**config.mk**
```make
export PLATFORM = sky130hd
export DESIGN_NAME = selective_repeat_receiver_top
export DESIGN_NICKNAME = d
export VERILOG_FILES = /design/src/srr_pkg.sv /design/src/selective_repeat_receiver_top.sv /design/src/srr_cell.sv
export SDC_FILE = /design/constraint.sdc
export NUM_CORES = 1
export LEC_CHECK = 0
export BUFFER_PORTS_ARGS = -buffer_cell sky130_fd_sc_hd__buf_4
export CORE_MARGIN = 4
export CORE_UTILIZATION = 45
export DETAILED_ROUTE_END_ITERATION = 8
export HOLD_SLACK_MARGIN = 0.02
export REMOVE_ABC_BUFFERS = 1
export SYNTH_ARGS = -nofsm -noshare
export SYNTH_HDL_FRONTEND = slang
export SYNTH_SLANG_ARGS = --single-unit
```
**constraint.sdc**
```tcl
create_clock -name clk -period 22 [get_ports clk]
set_input_delay 2.2 -clock clk [delete_from_list [all_inputs] [get_ports clk]]
set_output_delay 2.2 -clock clk [all_outputs]
set_load 0.02 [all_outputs]
```
**src/srr_pkg.sv**
```systemverilog
// Package for the selective-repeat receiver: transaction types, widths and codes.
// Used by srr_cell and selective_repeat_receiver_top. No dependencies.
package srr_pkg;

  localparam int SEQ_W        = 3;
  localparam int SEQ_SPACE    = 8;
  localparam int DIST_W       = SEQ_W + 1;
  localparam int PAYLOAD_W    = 64;
  localparam int PAYLOAD_BITS = 64;

  localparam logic [PAYLOAD_W-1:0] PAYLOAD_MASK =
    (PAYLOAD_BITS >= PAYLOAD_W) ? {PAYLOAD_W{1'b1}}
                                : ((PAYLOAD_W'(1) << PAYLOAD_BITS) - PAYLOAD_W'(1));

  localparam logic KIND_ACK  = 1'b0;
  localparam logic KIND_DATA = 1'b1;

  typedef struct packed {
    logic [SEQ_W-1:0]     seq_number;
    logic                 checksum_ok;
    logic [PAYLOAD_W-1:0] payload;
  } pkt_t;

  typedef struct packed {
    logic                 result_kind;
    logic [SEQ_W-1:0]     ack_number;
    logic [PAYLOAD_W-1:0] delivered_data;
    logic                 last;
  } res_t;

  // Contents of one receive-window slot, as held in a cell and passed down the chain.
  typedef struct packed {
    logic                 filled;
    logic [PAYLOAD_W-1:0] data;
  } slot_t;

endpackage

```
**src/selective_repeat_receiver_top.sv**
```systemverilog
// Top level of the selective-repeat ARQ receiver: control, sequence tracking, cell chain.
// Depends on srr_pkg and srr_cell.
//
// The receiver takes one packet transaction at a time on the pkt channel and
// produces result transactions on the res channel, one per cycle at most. A packet
// with a bad checksum is dropped and gives no result. An out-of-order packet inside
// the window is stored in its slot and acknowledged; any other packet that is not
// the expected one is acknowledged again as a duplicate. The packet carrying the
// expected sequence number is acknowledged and then it and the contiguous run of
// stored packets behind it are delivered in order. The run is paced by the single
// result register, which moves one transaction per cycle unless the result side
// stalls, and by the slot cells, which form a chain that shifts by one slot for
// every delivered payload while the expected number steps by one.
// No new packet is taken while a delivery run is in progress or while the result
// register is full and stalled. The window depth is the WINDOW parameter (1 to
// SEQ_SPACE); slot cell k holds the packet numbered expected + k modulo the
// sequence space.
module selective_repeat_receiver_top #(
  parameter int WINDOW = 4
) (
  input  logic          clk,
  input  logic          rst,
  input  logic          pkt_valid,
  output logic          pkt_stall,
  input  srr_pkg::pkt_t pkt,
  output logic          res_valid,
  input  logic          res_stall,
  output srr_pkg::res_t res
);
  import srr_pkg::*;

  localparam logic [0:0] ST_IDLE    = 1'b0;
  localparam logic [0:0] ST_DELIVER = 1'b1;

  logic [0:0]        state;
  logic [0:0]        state_next;
  logic [SEQ_W-1:0]  expected_seq;
  logic [SEQ_W-1:0]  expected_seq_next;

  slot_t             slot     [WINDOW];
  slot_t             neighbor [WINDOW];
  logic [WINDOW-1:0] load;
  logic              shift;

  logic              out_free;
  logic              accept;
  logic              accept_ok;
  logic              seq_match;
  logic              seq_legal;
  logic [DIST_W-1:0] seq_ext;
  logic [DIST_W-1:0] exp_ext;
  logic [DIST_W-1:0] ahead;
  logic [PAYLOAD_W-1:0] pkt_data;

  // The result register can take a new transaction when empty or being drained.
  assign out_free  = !res_valid || !res_stall;
  assign pkt_stall = (state != ST_IDLE) || !out_free;
  assign accept    = pkt_valid && !pkt_stall;
  assign accept_ok = accept && pkt.checksum_ok;

  assign pkt_data  = pkt.payload & PAYLOAD_MASK;
  assign seq_match = (pkt.seq_number == expected_seq);
  assign seq_ext   = {1'b0, pkt.seq_number};
  assign exp_ext   = {1'b0, expected_seq};
  assign seq_legal = (seq_ext < DIST_W'(SEQ_SPACE));

  // Distance of the packet ahead of the expected number, modulo the sequence space.
  always_comb begin
    if (seq_ext >= exp_ext) begin
      ahead = seq_ext - exp_ext;
    end else begin
      ahead = seq_ext + DIST_W'(SEQ_SPACE) - exp_ext;
    end
  end

  // Each delivery in the run moves the chain down by one slot.
  assign shift = (state == ST_DELIVER) && out_free;

  // The expected packet always lands in the head cell; an early packet lands in its
  // own cell only if that cell is still empty, so a stored payload is never replaced.
  genvar gi;
  generate
    for (gi = 0; gi < WINDOW; gi++) begin : g_chain
      if (gi == 0) begin : g_head
        assign load[gi] = accept_ok && seq_match;
      end else begin : g_body
        assign load[gi] = accept_ok && !seq_match && seq_legal && !slot[gi].filled &&
                          ({{(32-DIST_W){1'b0}}, ahead} == 32'(gi));
      end

      if (gi == WINDOW - 1) begin : g_tail
        assign neighbor[gi] = '{filled: 1'b0, data: '0};
      end else begin : g_link
        assign neighbor[gi] = slot[gi+1];
      end

      srr_cell u_cell (
        .clk       (clk),
        .rst       (rst),
        .shift     (shift),
        .load      (load[gi]),
        .load_data (pkt_data),
        .neighbor  (neighbor[gi]),
        .slot      (slot[gi])
      );
    end
  endgenerate

  always_comb begin
    state_next        = state;
    expected_seq_next = expected_seq;
    case (state)
      ST_IDLE: begin
        if (accept_ok && seq_match) begin
          state_next = ST_DELIVER;
        end
      end
      ST_DELIVER: begin
        if (out_free) begin
          if (expected_seq == SEQ_W'(SEQ_SPACE - 1)) begin
            expected_seq_next = '0;
          end else begin
            expected_seq_next = expected_seq + SEQ_W'(1);
          end
          // The run ends when the slot moving into the head is empty.
          if (!neighbor[0].filled) begin
            state_next = ST_IDLE;
          end
        end
      end
      default: begin
        state_next = ST_IDLE;
      end
    endcase
  end

  always_ff @(posedge clk) begin
    if (rst) begin
      state        <= ST_IDLE;
      expected_seq <= '0;
    end else begin
      state        <= state_next;
      expected_seq <= expected_seq_next;
    end
  end

  // Result register: an acknowledgment on an accepted good packet, then the
  // deliveries of the run, each taken from the head cell.
  always_ff @(posedge clk) begin
    if (rst) begin
      res_valid <= 1'b0;
    end else if (accept_ok || shift) begin
      res_valid <= 1'b1;
    end else if (!res_stall) begin
      res_valid <= 1'b0;
    end
  end

  always_ff @(posedge clk) begin
    if (accept_ok) begin
      res.result_kind    <= KIND_ACK;
      res.ack_number     <= pkt.seq_number;
      res.delivered_data <= '0;
      res.last           <= !seq_match;
    end else if (shift) begin
      res.result_kind    <= KIND_DATA;
      res.ack_number     <= '0;
      res.delivered_data <= slot[0].data;
      res.last           <= !neighbor[0].filled;
    end
  end

  // A delivery run always starts from a filled head cell.
  assert property (@(posedge clk) disable iff (rst)
    (state == ST_DELIVER) |-> slot[0].filled)
    else $error("delivery run with an empty head slot");

  // The held result is the final one of its packet exactly when the block is idle.
  assert property (@(posedge clk) disable iff (rst)
    res_valid |-> (res.last == (state == ST_IDLE)))
    else $error("last flag out of step with the delivery run");

  // The expected number moves only while payloads are being delivered.
  assert property (@(posedge clk) disable iff (rst)
    (state != ST_DELIVER) |=> $stable(expected_seq))
    else $error("expected sequence number changed outside a delivery run");

  // No packet is taken while a run is in progress.
  assert property (@(posedge clk) disable iff (rst)
    (state == ST_DELIVER) |-> !accept)
    else $error("packet accepted during a delivery run");

endmodule

```
**src/srr_cell.sv**
```systemverilog
// One receive-window slot cell of the selective-repeat receiver.
// Depends on srr_pkg for slot_t.
module srr_cell (
  input  logic                    clk,
  input  logic                    rst,
  input  logic                    shift,
  input  logic                    load,
  input  logic [srr_pkg::PAYLOAD_W-1:0] load_data,
  input  srr_pkg::slot_t          neighbor,
  output srr_pkg::slot_t          slot
);
  import srr_pkg::*;

  // A shift takes the neighbor's contents; otherwise a load fills the slot.
  // Only the valid bit is reset; the payload is meaningful once the slot is filled.
  always_ff @(posedge clk) begin
    if (rst) begin
      slot.filled <= 1'b0;
    end else if (shift) begin
      slot.filled <= neighbor.filled;
      slot.data   <= neighbor.data;
    end else if (load) begin
      slot.filled <= 1'b1;
      slot.data   <= load_data;
    end
  end

endmodule

```
==> results.md <==
- Synth top area share: 0.615
- Syn Inst Count: 1,157
- Clk_lat worst skew: 0.51 ns
- Clock-pin slew on the worst setup and hold paths: 0.06 ns
- I/O pins: 143
- Synth top area cells: edfxtp_1, nand2_1, dfxtp_1
- WL met3: 1350 um
- Number of distinct library cells after synthesis: 33
- Req. time, crit path: 19.80 ns
- Fmax: 201 MHz
- Final nets: 1,371
- Area Overhead vs Synth: 20.8%
- Diodes inserted: 0
- Sequential share of the synthesized area: 0.730
- Critical path class: input port to primary output
- Reg area: 9270 sq um
- Wire per inst: 14.4 um
- CTS tree: done
- PD cells: 90.7 nW/um^2
- Clk_skew: 0.0160 ns
- Num rows: 61
- Post-CTS Setup Bufs: 0
- Post-synth top area cell: edfxtp_1
- Final worst setup slack: 17.02 ns
- Initial antenna violation count: 0
- # hold bufs at CTS: 0
- Die Y: 176 um
- Count of cells resized by post-cts repair: 0
- Leakage power: 6.14 nW
- Slew Limit Fails: 0
- # clock sinks: 333
- Drt pass-1 iters: 5
- Status: complete, no violations
- Synthesis Warnings: 0
- Die width: 176 um
- # fillers: 2,500
- Average cell area after synthesis: 11.0 sq um
- All-Layer GR Usage: 0.156
- H-tree depth: 2
- Final WL: 24,400 um
- Clock buffer depth: 3
- Met2 Wirelength: 10,900 um
- Number of I/O port buffers: 142
- Hold Violations, Final: 0
- Vias per inst: 4.72
- VDD IR-drop max: 0.0547 mV
- Initial Utilization: 0.457
- Largest net degree at the start of global routing: 240
- Die area: 31,000 sq um
- Vias in the first global route: 7,652
- HP Class: flop to flop
- RSZ-0062 raised after global routing: no
- Max Fanout on Critical Path: 3
- Mapped cell area: 12,700 sq um
- DRT met1 WL: 11,600 um
- Post-DRT Antenna Nets: 0
- Vias: 8,012
- Core area: 27,800 sq um
- Leading cell type in the layout, fill and taps excluded: nand2_1
- CTS Root Cell: clkbuf_16
- Most frequent cells in the layout: nand2_1, edfxtp_1, buf_4, dfxtp_1, a21oi_1
- Final core utilization: 0.552
- Grt ovf: 0
- Placer congestion estimate: 0.723
- FF+latch count, synth: 333
- Global-route wire length before repair: 39,400 um
- HPWL after DPL: 13,800 um
- Crit path launch type: input port
- Setup TNS: 0 ns
- Final setup viols: 0
- Max-cap violation count: 0
- Top Metal Used: met4
- Relative slew slack: 0.306
- DR iter-0 viols: 586
- Final Cycle Share: 0.226
- Hold WS: 0.453 ns
- Cts bufs inserted: 36
- Layout cells sized above 1: 0.165
- DRC viols: 0
- Least-Margin Pin Slew: 1.04 ns
- Area of the multi-input gates: 2980 sq um
- Final critical-path required period: 4.98 ns
- Dpl ws: 16.55 ns
- Kind of end point of the critical path: primary output
- WP data arrival: 2.78 ns
## path summary, 6_finish.rpt
path / slack (ns) / endpoint / cells past startpoint / from
setup / recovery: 17.02 / pkt_stall / 4 / res_stall
setup reg to reg: 18.53 / g_chain[1].u_cell.slot[38] / 7 / expected_seq[0]
hold / removal: 0.45 / res[31] / 2 / res[31]
hold reg to reg: 0.45 / res[31] / 2 / res[31]
## metrics by stage
step / cell area (sq um) / cells / total power, mW
final: 15300 / 1698 / 1.39
after global routing: 15300 / 1698 / 1.44
after CTS: 15300 / 1698 / 1.41
after detailed placement: 14100 / 1632 / 0.785
after global placement: 14100 / 1632 / 0.783
after floorplan: 12500 / 1105 / 0.755
## final cells by class
cell class                 instances  area share
sequential                       333       0.604
multi-input combinational        702       0.194
timing repair buffer             149      0.0737
clock buffer                      48      0.0650
tap                              378      0.0308
inverter                          70      0.0171
clock inverter                    18      0.0148
## synth_stat cells
library cell	n
a21oi_2	1
o21ai_0	1
nand4b_1	1
xor2_1	1
nor2_4	1
fa_1	2
nand3b_1	3
a21boi_1	1
or3_1	2
nand3_2	1
a21bo_2	1
nor2_1	9
o31ai_2	1
o41ai_2	1
buf_2	42
buf_1	6
nand2_1	586
a21oi_1	72
o31ai_1	3
nand2b_1	1
edfxtp_1	260
nor3_1	2
clkbuf_1	4
and2_1	2
or4_4	1
dfxtp_1	73
inv_1	69
inv_2	1
o41ai_1	1
xnor2_1	1
and3_1	1
o22ai_1	1
ha_1	5
## registers in the layout, summed over array words and instances, names as in the netlist
| register | cells |
|---|---|
| state | 1 |
| g_chain.u_cell.slot | 259 |
| res_valid | 1 |
| expected_seq | 3 |
| res | 69 |
## logic make-up (layout without fill, tap and decap cells)
group	after synthesis	count (layout)	share of synthesized area
and+or+nand+nor	610	610	0.185
DFF	333	333	0.730
buffers and inverters	122	285	0.0402
AOI/OAI and AO/OA	83	83	0.0361
adders and majority gates	7	7	0.00808
xor gates and xnor gates	2	2	0.00138
## worst max-delay path, cell delays in order
cell and delay [ns]:
buf_4 0.14, a21oi_2 0.21, inv_2 0.08, buf_4 0.16
## power by group
group / switching [mW] / internal (mW) / leakage (nW) / total [mW]
Combinational: 0.0455 / 0.0270 / 2.59 / 0.0726
Clock: 0.242 / 0.380 / 0.604 / 0.622
Sequential: 0.00492 / 0.693 / 2.94 / 0.698
## per-layer routing
| metal | track usage | vias to the layer above |
|---|---|---|
| met5 | 0 | - |
| met4 | 0.0461 | 0 |
| met3 | 0.0315 | 40 |
| met2 | 0.241 | 189 |
| met1 | 0.226 | 3749 |
| li1 | - | 4034 |
No activity file was read; power rests on OpenSTA's default activity.
